**src/ksrm_pkg.sv**
```systemverilog
// ksrm_pkg: shared types and constants of the keyed set running-max block.
// Holds opcode, status and sequencer encodings and the result record.
// No dependencies.
`default_nettype none

package ksrm_pkg;

   // fixed field widths of the stream payload
   localparam int VALUE_W    = 32;
   localparam int KEY_PORT_W = 16;
   localparam int OP_W       = 2;
   localparam int STATUS_W   = 2;

   typedef enum logic [OP_W-1:0] {
      OP_ADD    = 2'd0,
      OP_CHANGE = 2'd1,
      OP_REMOVE = 2'd2,
      OP_NOP    = 2'd3
   } opcode_type;

   typedef enum logic [STATUS_W-1:0] {
      STAT_OK        = 2'd0,
      STAT_NOT_FOUND = 2'd1,
      STAT_FULL      = 2'd2
   } status_type;

   // sequencer: clear after reset, then accept / scan rows / drain / hand off
   typedef enum logic [2:0] {
      S_CLEAR  = 3'd0,
      S_IDLE   = 3'd1,
      S_SCAN   = 3'd2,
      S_TAIL   = 3'd3,
      S_FINISH = 3'd4
   } fsm_type;

   typedef struct packed {
      status_type           status;
      logic                 set_nonempty;
      logic [VALUE_W-1:0]   max_value;
   } result_type;

endpackage

`default_nettype wire

```
**src/ksrm_slot_ram.sv**
```systemverilog
// ksrm_slot_ram: simple dual-port slot memory, one write and one read port.
// Read data is registered. No dependencies.
`default_nettype none

module ksrm_slot_ram #(
   parameter int DEPTH = 16,
   parameter int WIDTH = 49
) (
   input  wire logic                     clock,
   input  wire logic                     wr_en,
   input  wire logic [$clog2(DEPTH)-1:0] wr_addr,
   input  wire logic [WIDTH-1:0]         wr_data,
   input  wire logic                     rd_en,
   input  wire logic [$clog2(DEPTH)-1:0] rd_addr,
   output logic      [WIDTH-1:0]         rd_data
);

   logic [WIDTH-1:0] mem [DEPTH];
   logic [WIDTH-1:0] rd_data_ff;

   // write port
   always_ff @(posedge clock) begin
      if (wr_en) begin
         mem[wr_addr] <= wr_data;
      end
   end

   // registered read port
   always_ff @(posedge clock) begin
      if (rd_en) begin
         rd_data_ff <= mem[rd_addr];
      end
   end

   assign rd_data = rd_data_ff;

endmodule

`default_nettype wire

```
**src/keyed_set_running_max.sv**
```systemverilog
// keyed_set_running_max: keyed slot table reporting the max over live entries.
// Items are not overlapped: req_tready is high only in the idle state, so a new item
// waits until the previous one has been scanned and its result loaded. The single
// slot memory read port walks every row once per item, lookup and max together.
// Reset: synchronous; a clearing pass over every row then zeroes every
// live bit, req_tready stays low meanwhile. Reported max resets to zero.
`default_nettype none

module keyed_set_running_max #(
   parameter int TABLE_SLOTS = 16,
   parameter int KEY_BITS    = 16
) (
   input  wire logic        clock,
   input  wire logic        reset,
   // req_tdata: entry_key[15:0], entry_value[47:16]
   input  wire logic [47:0] req_tdata,
   // req_tuser: opcode[1:0]
   input  wire logic [1:0]  req_tuser,
   input  wire logic        req_tvalid,
   output logic             req_tready,
   // rsp_tdata: max_value[31:0]
   output logic [31:0]      rsp_tdata,
   // rsp_tuser: set_nonempty[0], status[2:1]
   output logic [2:0]       rsp_tuser,
   output logic             rsp_tvalid,
   input  wire logic        rsp_tready
);

   localparam int IDX_W  = $clog2(TABLE_SLOTS);
   localparam int KW     = (KEY_BITS < ksrm_pkg::KEY_PORT_W) ? KEY_BITS
                                                            : ksrm_pkg::KEY_PORT_W;
   localparam int VW     = ksrm_pkg::VALUE_W;
   localparam int WORD_W = 1 + KW + VW;
   localparam logic [IDX_W-1:0] LAST_IDX = IDX_W'(TABLE_SLOTS - 1);

   // sequencer and scan control
   ksrm_pkg::fsm_type    fsm_ff, fsm_in;
   logic [IDX_W-1:0]     cnt_ff, cnt_in;
   logic                 rd_vld_ff;
   logic [IDX_W-1:0]     rd_idx_ff;

   // latched request
   ksrm_pkg::opcode_type op_ff;
   logic [KW-1:0]        key_ff;
   logic [VW-1:0]        val_ff;

   // scan accumulators
   logic                 found_ff;
   logic                 any_ff;
   logic [VW-1:0]        best_ff;
   logic [VW-1:0]        last_max_ff;

   // output register
   logic                 rsp_vld_ff;
   ksrm_pkg::result_type rsp_ff;
   ksrm_pkg::result_type rsp_in;

   // memory ports
   logic                 mem_we;
   logic [IDX_W-1:0]     mem_waddr;
   logic [WORD_W-1:0]    mem_wdata;
   logic                 mem_re;
   logic [WORD_W-1:0]    mem_rdata;

   // per-row decode
   logic                 row_live;
   logic [KW-1:0]        row_key;
   logic [VW-1:0]        row_val;
   logic                 tgt;
   logic                 post_live;
   logic [KW-1:0]        post_key;
   logic [VW-1:0]        post_val;
   logic                 take;
   logic                 accept;
   logic                 load_rsp;

   ksrm_slot_ram #(
      .DEPTH (TABLE_SLOTS),
      .WIDTH (WORD_W)
   ) u_slot_ram (
      .clock   (clock),
      .wr_en   (mem_we),
      .wr_addr (mem_waddr),
      .wr_data (mem_wdata),
      .rd_en   (mem_re),
      .rd_addr (cnt_ff),
      .rd_data (mem_rdata)
   );

   assign accept = req_tvalid && req_tready;

   // next state and row counter
   always_comb begin
      fsm_in = fsm_ff;
      cnt_in = cnt_ff;
      case (fsm_ff)
         ksrm_pkg::S_CLEAR: begin
            cnt_in = cnt_ff + 1'b1;
            if (cnt_ff == LAST_IDX) begin
               cnt_in = '0;
               fsm_in = ksrm_pkg::S_IDLE;
            end
         end
         ksrm_pkg::S_IDLE: begin
            cnt_in = '0;
            if (accept) begin
               fsm_in = ksrm_pkg::S_SCAN;
            end
         end
         ksrm_pkg::S_SCAN: begin
            cnt_in = cnt_ff + 1'b1;
            if (cnt_ff == LAST_IDX) begin
               cnt_in = '0;
               fsm_in = ksrm_pkg::S_TAIL;
            end
         end
         ksrm_pkg::S_TAIL: begin
            fsm_in = ksrm_pkg::S_FINISH;
         end
         ksrm_pkg::S_FINISH: begin
            if (!rsp_vld_ff || rsp_tready) begin
               fsm_in = ksrm_pkg::S_IDLE;
            end
         end
         default: begin
            fsm_in = ksrm_pkg::S_CLEAR;
            cnt_in = '0;
         end
      endcase
   end

   // sequencer outputs
   always_comb begin
      req_tready = 1'b0;
      mem_re     = 1'b0;
      mem_we     = 1'b0;
      mem_waddr  = rd_idx_ff;
      mem_wdata  = {post_live, post_key, post_val};
      load_rsp   = 1'b0;
      case (fsm_ff)
         ksrm_pkg::S_CLEAR: begin
            mem_we    = 1'b1;
            mem_waddr = cnt_ff;
            mem_wdata = '0;
         end
         ksrm_pkg::S_IDLE: begin
            req_tready = 1'b1;
         end
         ksrm_pkg::S_SCAN: begin
            mem_re = 1'b1;
            mem_we = tgt;
         end
         ksrm_pkg::S_TAIL: begin
            mem_we = tgt;
         end
         ksrm_pkg::S_FINISH: begin
            load_rsp = !rsp_vld_ff || rsp_tready;
         end
         default: begin
         end
      endcase
   end

   // row decode: target of the operation is the first qualifying row seen
   assign row_live = mem_rdata[WORD_W-1];
   assign row_key  = mem_rdata[VW +: KW];
   assign row_val  = mem_rdata[VW-1:0];

   always_comb begin
      tgt       = 1'b0;
      post_live = row_live;
      post_key  = row_key;
      post_val  = row_val;
      if (rd_vld_ff && !found_ff) begin
         case (op_ff)
            ksrm_pkg::OP_ADD: begin
               if (!row_live) begin
                  tgt       = 1'b1;
                  post_live = 1'b1;
                  post_key  = key_ff;
                  post_val  = val_ff;
               end
            end
            ksrm_pkg::OP_CHANGE: begin
               if (row_live && row_key == key_ff) begin
                  tgt      = 1'b1;
                  post_val = val_ff;
               end
            end
            ksrm_pkg::OP_REMOVE: begin
               if (row_live && row_key == key_ff) begin
                  tgt       = 1'b1;
                  post_live = 1'b0;
               end
            end
            default: begin
            end
         endcase
      end
   end

   // running max over the rows as they stand after the update
   assign take = post_live && (!any_ff || ($signed(post_val) > $signed(best_ff)));

   // result record
   always_comb begin
      rsp_in.max_value    = any_ff ? best_ff : last_max_ff;
      rsp_in.set_nonempty = any_ff;
      case (op_ff)
         ksrm_pkg::OP_ADD: begin
            rsp_in.status = found_ff ? ksrm_pkg::STAT_OK : ksrm_pkg::STAT_FULL;
         end
         ksrm_pkg::OP_CHANGE,
         ksrm_pkg::OP_REMOVE: begin
            rsp_in.status = found_ff ? ksrm_pkg::STAT_OK : ksrm_pkg::STAT_NOT_FOUND;
         end
         default: begin
            rsp_in.status = ksrm_pkg::STAT_OK;
         end
      endcase
   end

   // control registers
   always_ff @(posedge clock) begin
      if (reset) begin
         fsm_ff      <= ksrm_pkg::S_CLEAR;
         cnt_ff      <= '0;
         rd_vld_ff   <= 1'b0;
         found_ff    <= 1'b0;
         any_ff      <= 1'b0;
         last_max_ff <= '0;
         rsp_vld_ff  <= 1'b0;
      end else begin
         fsm_ff    <= fsm_in;
         cnt_ff    <= cnt_in;
         rd_vld_ff <= mem_re;
         if (accept) begin
            found_ff <= 1'b0;
            any_ff   <= 1'b0;
         end else if (rd_vld_ff) begin
            found_ff <= found_ff | tgt;
            any_ff   <= any_ff | post_live;
         end
         if (load_rsp && any_ff) begin
            last_max_ff <= best_ff;
         end
         if (load_rsp) begin
            rsp_vld_ff <= 1'b1;
         end else if (rsp_tready) begin
            rsp_vld_ff <= 1'b0;
         end
      end
   end

   // payload registers
   always_ff @(posedge clock) begin
      rd_idx_ff <= cnt_ff;
      if (accept) begin
         op_ff  <= ksrm_pkg::opcode_type'(req_tuser);
         key_ff <= req_tdata[KW-1:0];
         val_ff <= req_tdata[ksrm_pkg::KEY_PORT_W +: VW];
      end
      if (rd_vld_ff && take) begin
         best_ff <= post_val;
      end
      if (load_rsp) begin
         rsp_ff <= rsp_in;
      end
   end

   assign rsp_tvalid = rsp_vld_ff;
   assign rsp_tdata  = rsp_ff.max_value;
   assign rsp_tuser  = {rsp_ff.status, rsp_ff.set_nonempty};

   // an accepted beat always starts a row walk
   a_accept_scan: assert property (@(posedge clock) disable iff (reset)
      accept |=> (fsm_ff == ksrm_pkg::S_SCAN))
      else $error("accepted beat did not start a scan");

   // a full table means something is live
   a_full_nonempty: assert property (@(posedge clock) disable iff (reset)
      (load_rsp && rsp_in.status == ksrm_pkg::STAT_FULL) |-> rsp_in.set_nonempty)
      else $error("table full reported with empty set");

   // results only appear out of the hand-off state
   a_rsp_source: assert property (@(posedge clock) disable iff (reset)
      $rose(rsp_vld_ff) |-> $past(fsm_ff == ksrm_pkg::S_FINISH))
      else $error("result raised outside hand-off");

   // at most one row is modified per item
   a_single_write: assert property (@(posedge clock) disable iff (reset)
      (rd_vld_ff && found_ff) |-> !mem_we)
      else $error("second row written for one item");

endmodule

`default_nettype wire

```
**config.mk**
```make
export PLATFORM = sky130hd
export DESIGN_NAME = keyed_set_running_max
export DESIGN_NICKNAME = d
export VERILOG_FILES = /design/src/ksrm_pkg.sv /design/src/ksrm_slot_ram.sv /design/src/keyed_set_running_max.sv
export SDC_FILE = /design/constraint.sdc
export NUM_CORES = 1
export LEC_CHECK = 0
export BUFFER_PORTS_ARGS = -buffer_cell sky130_fd_sc_hd__buf_2
export CAP_MARGIN = 20
export CORE_AREA = 2 2 317 319
export CTS_CLUSTER_DIAMETER = 100
export CTS_CLUSTER_SIZE = 10
export DETAILED_ROUTE_END_ITERATION = 16
export DIE_AREA = 0 0 319 321
export SLEW_MARGIN = 30
export SYNTH_ARGS = -nofsm -noshare
export SYNTH_HDL_FRONTEND = slang
export SYNTH_SLANG_ARGS = --single-unit
```
**constraint.sdc**
```tcl
create_clock -name clock -period 6 [get_ports clock]
set_clock_uncertainty 0.05 [all_clocks]
set_input_delay 0.3 -clock clock [delete_from_list [all_inputs] [get_ports clock]]
set_output_delay 0.3 -clock clock [all_outputs]
set_load 0.02 [all_outputs]
```
==> results of run 1 <==
[sequential cells by signal, summed over array words and instances, names as in the netlist]
name	count
found_ff	1
best_ff	32
rd_idx_ff	4
rsp_tvalid	1
fsm_ff	3
last_max_ff	32
u_slot_ram.mem	784
rsp_tuser	3
op_ff	2
cnt_ff	4
any_ff	1
rd_vld_ff	1
u_slot_ram.rd_data	49
key_ff	16
rsp_tdata	32
val_ff	32
[where the power goes]
group	internal (mW)	total [mW]	switching (mW)
Sequential	7.67	7.72	0.0472
Clock	3.27	5.80	2.52
Combinational	0.352	0.695	0.343
Total	11.3	14.2	2.91
[worst max path at each step]
stage	endpoint	cells past startpoint	startpoint	slack, ns
global placement	best_ff[7]$_DFFE_PP_	12	key_ff[14]$_DFFE_PP_	1.36
detailed placement	best_ff[14]$_DFFE_PP_	12	key_ff[14]$_DFFE_PP_	1.34
CTS	best_ff[13]$_DFFE_PP_	12	key_ff[14]$_DFFE_PP_	1.31
global route	best_ff[13]$_DFFE_PP_	12	key_ff[14]$_DFFE_PP_	1.04
finish	best_ff[13]$_DFFE_PP_	12	key_ff[14]$_DFFE_PP_	1.34
floorplan	best_ff[0]$_DFFE_PP_	12	key_ff[14]$_DFFE_PP_	0.46
[kinds of logic (layout without fill, tap and decap cells)]
logic type / after synthesis / in the layout / synth area share, %
AO/OA/AOI/OAI: 208 / 208 / 3.27
XOR/XNOR: 16 / 16 / 0.355
adder cells (fa/ha/maj): 37 / 37 / 1.17
buffers and inverters: 158 / 390 / 1.86
flip-flops: 997 / 997 / 74.7
multiplexers: 309 / 309 / 15.7
AND/OR/NAND/NOR: 259 / 259 / 2.87
[layer usage]
metal / vias to the layer above / GRT usage [%] / share of wire [%]
met5: - / 0 / 0
met4: 0 / 5.49 / 2.3
met3: 147 / 2.76 / 6.2
met2: 722 / 31.3 / 50
met1: 10721 / 25.5 / 42
li1: 8491 / - / -
[per-stage QoR]
| step | std cells | util [%] | hold WS [ns] |
|---|---|---|---|
| 5_1_grt | 3514 | 45.5 | 0.199 |
| 3_5_place_dp | 3314 | 41.9 | 0.396 |
| 2_1_floorplan | 1984 | - | 0.279 |
| 3_3_place_gp | 3312 | 41.8 | 0.389 |
| 4_1_cts | 3514 | 45.4 | 0.141 |
| 6_report | 3514 | 45.5 | 0.202 |
[layout make-up]
| type | count | area, um^2 | share of cell area, % |
|---|---|---|---|
| Clock inverter | 8 | 103 | 0.227 |
| Multi-Input combinational cell | 829 | 9530 | 21.1 |
| Tap cell | 1298 | 1620 | 3.59 |
| Timing Repair Buffer | 200 | 1460 | 3.23 |
| Clock buffer | 140 | 2840 | 6.29 |
| Inverter | 42 | 160 | 0.354 |
| Sequential cell | 997 | 29500 | 65.2 |
[worst register-to-register path: cells and delay by family, from the launching register on]
kind	cells	cell delay, ns
adder cells (fa/ha/maj)	1	0.35
AO/OA/AOI/OAI	3	0.82
flip-flops	1	0.41
XOR/XNOR	1	0.18
buffers and inverters	2	0.64
AND/OR/NAND/NOR	5	1.91
[synthesized netlist by cell type (all sizes together), types with 10 or more instances]
cell / instances / area [um^2]
edfxtp: 950 / 28500
mux4: 245 / 5520
nand2: 142 / 533
a21oi: 102 / 514
clkbuf: 68 / 255
buf: 48 / 322
dfxtp: 47 / 941
nor2: 44 / 165
inv: 42 / 158
a31oi: 41 / 257
ha: 37 / 463
mux2: 33 / 372
o221ai: 32 / 280
mux2i: 31 / 310
nor3: 26 / 135
xor2: 16 / 140
nand4: 10 / 62.6
[repair_timing]
action,CTS,global route
gates resized for setup,0,0
endpoints found under the setup margin,0,0
hold buffers,52,0
endpoints found under the hold margin,53,0
==> flow_metrics.env, run 1 <==
export IMPL_synth_nets=2075
export IMPL_dpl_cell_area_um2=41600
export IMPL_setup_viol=0
export IMPL_async_reset_ff_share_pct=0
export IMPL_ys_warn_count=0
export IMPL_dp_slack_ns=1.34
export IMPL_nets=2270
export IMPL_rsz0062_at_grt="no"
export IMPL_hold_class="in2reg"
export IMPL_drc=0
export IMPL_synth_edf_count=950
export IMPL_path_cells="xor2_1, nor4_1, nand4_1, buf_4, o221ai_1, nand2_1, ha_1, nand4_1, nor4_1, o31ai_1, a211oi_4, buf_4"
export IMPL_drt_iter0_drc=2369
export IMPL_final_common_cell="edfxtp_1"
export IMPL_place_gp_congestion=0.844
export IMPL_synth_cell_types=47
export IMPL_cts_buffer_depth=3
export IMPL_dp_hpwl_mm=53.3
export IMPL_grt_start_max_net_pins=117
export IMPL_rows=116
export IMPL_postCtsSetupRepairBufs=0
export IMPL_grt_pass1_vias=20664
export IMPL_viasPerCell=5.71
export IMPL_arrival_ns=4.98
export IMPL_final_cell_mix="edfxtp_1 (950), mux4_2 (245), nand2_1 (141)"
export IMPL_crit_family="simple AND/OR/NAND/NOR gates"
export IMPL_syn_inst=1984
export IMPL_gr_total_overflow=0
export IMPL_fillers=8281
export IMPL_worstReg2RegEnd="best_ff[13]$_DFFE_PP_"
export IMPL_drt_wl_total_mm=95.7
export IMPL_reg2regPathDepth=12
export IMPL_ys_ff_latch=997
export IMPL_drive_above_1_share_pct=27.9
export IMPL_antenna_left=0
export IMPL_cp_slowest_cell="nor4_1"
export IMPL_cp_max_fo=33
export IMPL_critPathCaptureType="flop"
export IMPL_cpPeakStageDelay_ns=0.83
export IMPL_firstDrtPassIters=6
export IMPL_synth_ff_type="edfxtp_1"
export IMPL_worstReg2RegStart="key_ff[14]$_DFFE_PP_"
export IMPL_root_buffer="clkbuf_16"
export IMPL_irDropWorstVdd_mv=0.219
export IMPL_slew_headroom_pct=31.6
export IMPL_path_buf_inv=2
export IMPL_die_x_um=319
export IMPL_cap_violations=0
export IMPL_io_buffers=90
export IMPL_drt_wirelength_per_cell_um=27.2
export IMPL_min_to="cnt_ff[1]$_SDFFE_PP0N_"
export IMPL_min_period_over_period_pct=77.6
export IMPL_h_tree_depth=3
export IMPL_ys_seq_area_share_pct=74.7
export IMPL_fin_tns_setup_ns=0
export IMPL_powerDensity_nw_per_um2=314
export IMPL_status="finished, final reports clean"
export IMPL_finalCriticalPeriod_ns=4.66
export IMPL_clock_latency_ns=0.69
export IMPL_p_leak_nw=15.4
export IMPL_synth_area_um2=39400
export IMPL_core_um2=99300
export IMPL_min_from="reset"
export IMPL_maxSlewViolCount=0
export IMPL_antennaDiodeCount=0
export IMPL_cts_sinks=997
export IMPL_antenna_found_initial=1
export IMPL_grt_pass1_wl_mm=140
export IMPL_crit_type="reg2reg"
export IMPL_power_total_mw=14.2
export IMPL_stdcell_area_um2=45200
export IMPL_dieArea_um2=102000
export IMPL_cts_tree="built"
export IMPL_crit_path_start_kind="flop"
export IMPL_fmax_ghz=0.215
export IMPL_clk_pin_slew_ns=0.06
export IMPL_grtUsageTotal_pct=18.7
export IMPL_dr_total_vias=20081
export IMPL_critPathRequiredTime_ns=6.32
export IMPL_holdPathStages=2
export IMPL_reg2reg_setup_slack_ns=1.34
export IMPL_dieHeight_um=321
export IMPL_timing_final_ws_setup_ns=1.34
export IMPL_area_growth_synth_to_final_pct=14.6
export IMPL_max_slew_worst_pin_slew_ns=1.03
export IMPL_numCtsBuffers=109
export IMPL_synth_avg_cell_area_um2=19.9
export IMPL_io_pins=91
export IMPL_start_util_pct=39.7
export IMPL_final_hold_violation_count=0
Power figures use the tool's default switching activity.
==> run 2, diff against run 1 <==
- clock period: 6 -> 4.64 ns (I/O delays scaled with it)
==> run 2 against run 1 <==
Against the previous run: critical path type unchanged; via count up 0.41%; sequential power grew 29%; die area is the same; worst setup slack lost 0.95 ns; highest routed layer is now met5; first-iteration DRC count fell by 15%.
==> flow_metrics.env, run 2 (synthesis results as in run 1) <==
export IMPL_status="finished, final reports clean"
export IMPL_powerDensity_nw_per_um2=403
export IMPL_worstReg2RegStart="u_slot_ram.rd_data[46]$_DFFE_PP_"
export IMPL_core_um2=99300
export IMPL_area_growth_synth_to_final_pct=16.3
export IMPL_largest_reg_flops=784
export IMPL_final_common_cell="edfxtp_1"
export IMPL_stdcell_area_um2=45800
export IMPL_drt_wirelength_per_cell_um=26.6
export IMPL_critPathRequiredTime_ns=4.92
export IMPL_dpl_cell_area_um2=42200
export IMPL_reg2regPathDepth=13
export IMPL_slew_headroom_pct=35.9
export IMPL_max_slew_worst_pin_slew_ns=0.957
export IMPL_drt_iter0_drc=2024
export IMPL_crit_type="reg2reg"
export IMPL_drt_wl_total_mm=94.7
export IMPL_numCtsBuffers=109
export IMPL_startpoint="u_slot_ram.rd_data[46]$_DFFE_PP_"
export IMPL_cap_violations=0
export IMPL_worstReg2RegEnd="best_ff[22]$_DFFE_PP_"
export IMPL_critPathCaptureType="flop"
export IMPL_rsz0062_at_grt="no"
export IMPL_cpPeakStageDelay_ns=0.44
export IMPL_dieArea_um2=102000
export IMPL_cp_max_fo=33
export IMPL_dp_hpwl_mm=55.4
export IMPL_p_leak_nw=15.7
export IMPL_cts_sinks=997
export IMPL_crit_path_start_kind="flop"
export IMPL_io_pins=91
export IMPL_setup_viol=0
export IMPL_path_buf_inv=2
export IMPL_cts_buffer_depth=3
export IMPL_drc=0
export IMPL_antennaDiodeCount=0
export IMPL_power_total_mw=18.5
export IMPL_die_x_um=319
export IMPL_postCtsSetupRepairBufs=0
export IMPL_grt_pass1_vias=20574
export IMPL_cts_tree="built"
export IMPL_crit_family="simple AND/OR/NAND/NOR gates"
export IMPL_grt_pass1_wl_mm=139
export IMPL_finalCriticalPeriod_ns=4.25
export IMPL_dr_total_vias=20164
export IMPL_grtUsageTotal_pct=18.6
export IMPL_h_tree_depth=3
export IMPL_regMostFlops="u_slot_ram.mem"
export IMPL_antenna_found_initial=1
export IMPL_crit_end="best_ff[22]$_DFFE_PP_"
export IMPL_arrival_ns=4.53
export IMPL_final_hold_violation_count=0
export IMPL_clk_pin_slew_ns=0.06
export IMPL_cp_slowest_cell="nor4_1"
export IMPL_rows=116
export IMPL_dp_slack_ns=0.342
export IMPL_final_cell_mix="edfxtp_1 (950), mux4_2 (245), nand2_1 (141)"
export IMPL_drive_above_1_share_pct=28.6
export IMPL_maxSlewViolCount=0
export IMPL_reg2reg_setup_slack_ns=0.39
export IMPL_place_gp_congestion=0.846
export IMPL_firstDrtPassIters=5
export IMPL_hold_class="in2reg"
export IMPL_path_cells="xor2_1, nor4_1, nand4_1, buf_4, o221ai_1, nand2_1, ha_1, nand4_1, nor4_1, a21boi_0, o31ai_1, a211oi_4, buf_4"
export IMPL_nets=2312
export IMPL_antenna_left=0
export IMPL_cp_depth=13
export IMPL_timing_final_ws_setup_ns=0.391
export IMPL_fmax_ghz=0.235
export IMPL_root_buffer="clkbuf_16"
export IMPL_grt_start_max_net_pins=101
export IMPL_io_buffers=90
export IMPL_viasPerCell=5.67
export IMPL_start_util_pct=39.7
export IMPL_gr_total_overflow=0
export IMPL_dieHeight_um=321
export IMPL_clock_latency_ns=0.68
export IMPL_min_period_over_period_pct=91.6
export IMPL_irDropWorstVdd_mv=0.320
[run 2: changes by cell type in the layout (fill, tap and decap cells not counted), sizes merged]
cell and change:
buf +42, clkinv +4, inv -5
[run 2: what timing repair did]
item / 4_1_cts / 5_1_grt
hold buffers: 52 / 0
resized for setup: 0 / 3
endpoints found under the hold margin: 53 / 0
endpoints found under the setup margin: 0 / 26
[run 2: layer usage]
| layer | vias up | wire length [um] | track usage, % |
|---|---|---|---|
| li1 | 8583 | - | - |
| met1 | 10662 | 40000 | 26.0 |
| met2 | 786 | 45600 | 30.1 |
| met3 | 131 | 6540 | 2.90 |
| met4 | 2 | 2540 | 6.02 |
| met5 | - | 7 | 0 |
[run 2: worst min-delay path by stage]
stage	depth (start not counted)	slack, ns	to	from
floorplan	0	0.28	rd_idx_ff[2]$_DFF_P_	cnt_ff[2]$_SDFFE_PP0N_
global placement	1	0.36	val_ff[0]$_DFFE_PP_	req_tdata[16]
detailed placement	1	0.36	val_ff[0]$_DFFE_PP_	req_tdata[16]
CTS	2	0.06	cnt_ff[2]$_SDFFE_PP0N_	reset
global route	2	0.12	fsm_ff[2]$_SDFFE_PP0P_	reset
finish	2	0.10	fsm_ff[2]$_SDFFE_PP0P_	reset
[run 2: layout make-up]
type / instances / area, um^2
inverter: 42 / 160
timing repair buffer: 242 / 2060
sequential: 997 / 29500
multi-input combinational: 829 / 9500
tap: 1298 / 1620
clock inverter: 7 / 158
fill: 8296 / 53400
clock buffer: 140 / 2870
[run 2: report_power, final]
group          switching, mW  internal, mW
Clock                   3.26          4.27
Sequential            0.0594          9.92
Combinational          0.468         0.488
[run 2: worst reg2reg max path, cell delays in order (launching register included)]
cell	delay, ns
edfxtp_1	0.41
xor2_1	0.16
nor4_1	0.44
nand4_1	0.16
buf_4	0.28
o221ai_1	0.35
nand2_1	0.13
ha_1	0.32
nand4_1	0.15
nor4_1	0.43
a21boi_0	0.23
o31ai_1	0.14
a211oi_4	0.25
buf_4	0.39
[run 2: stage by stage]
step           instances  hold WS [ns]  util, %  TNS (ns)
3_3_place_gp        3353         0.362     42.4         0
6_report            3555         0.100     46.2         0
4_1_cts             3555        0.0573     46.1         0
2_1_floorplan       1984         0.279        -   -601.58
5_1_grt             3555         0.121     46.2         0
3_5_place_dp        3356         0.361     42.5         0
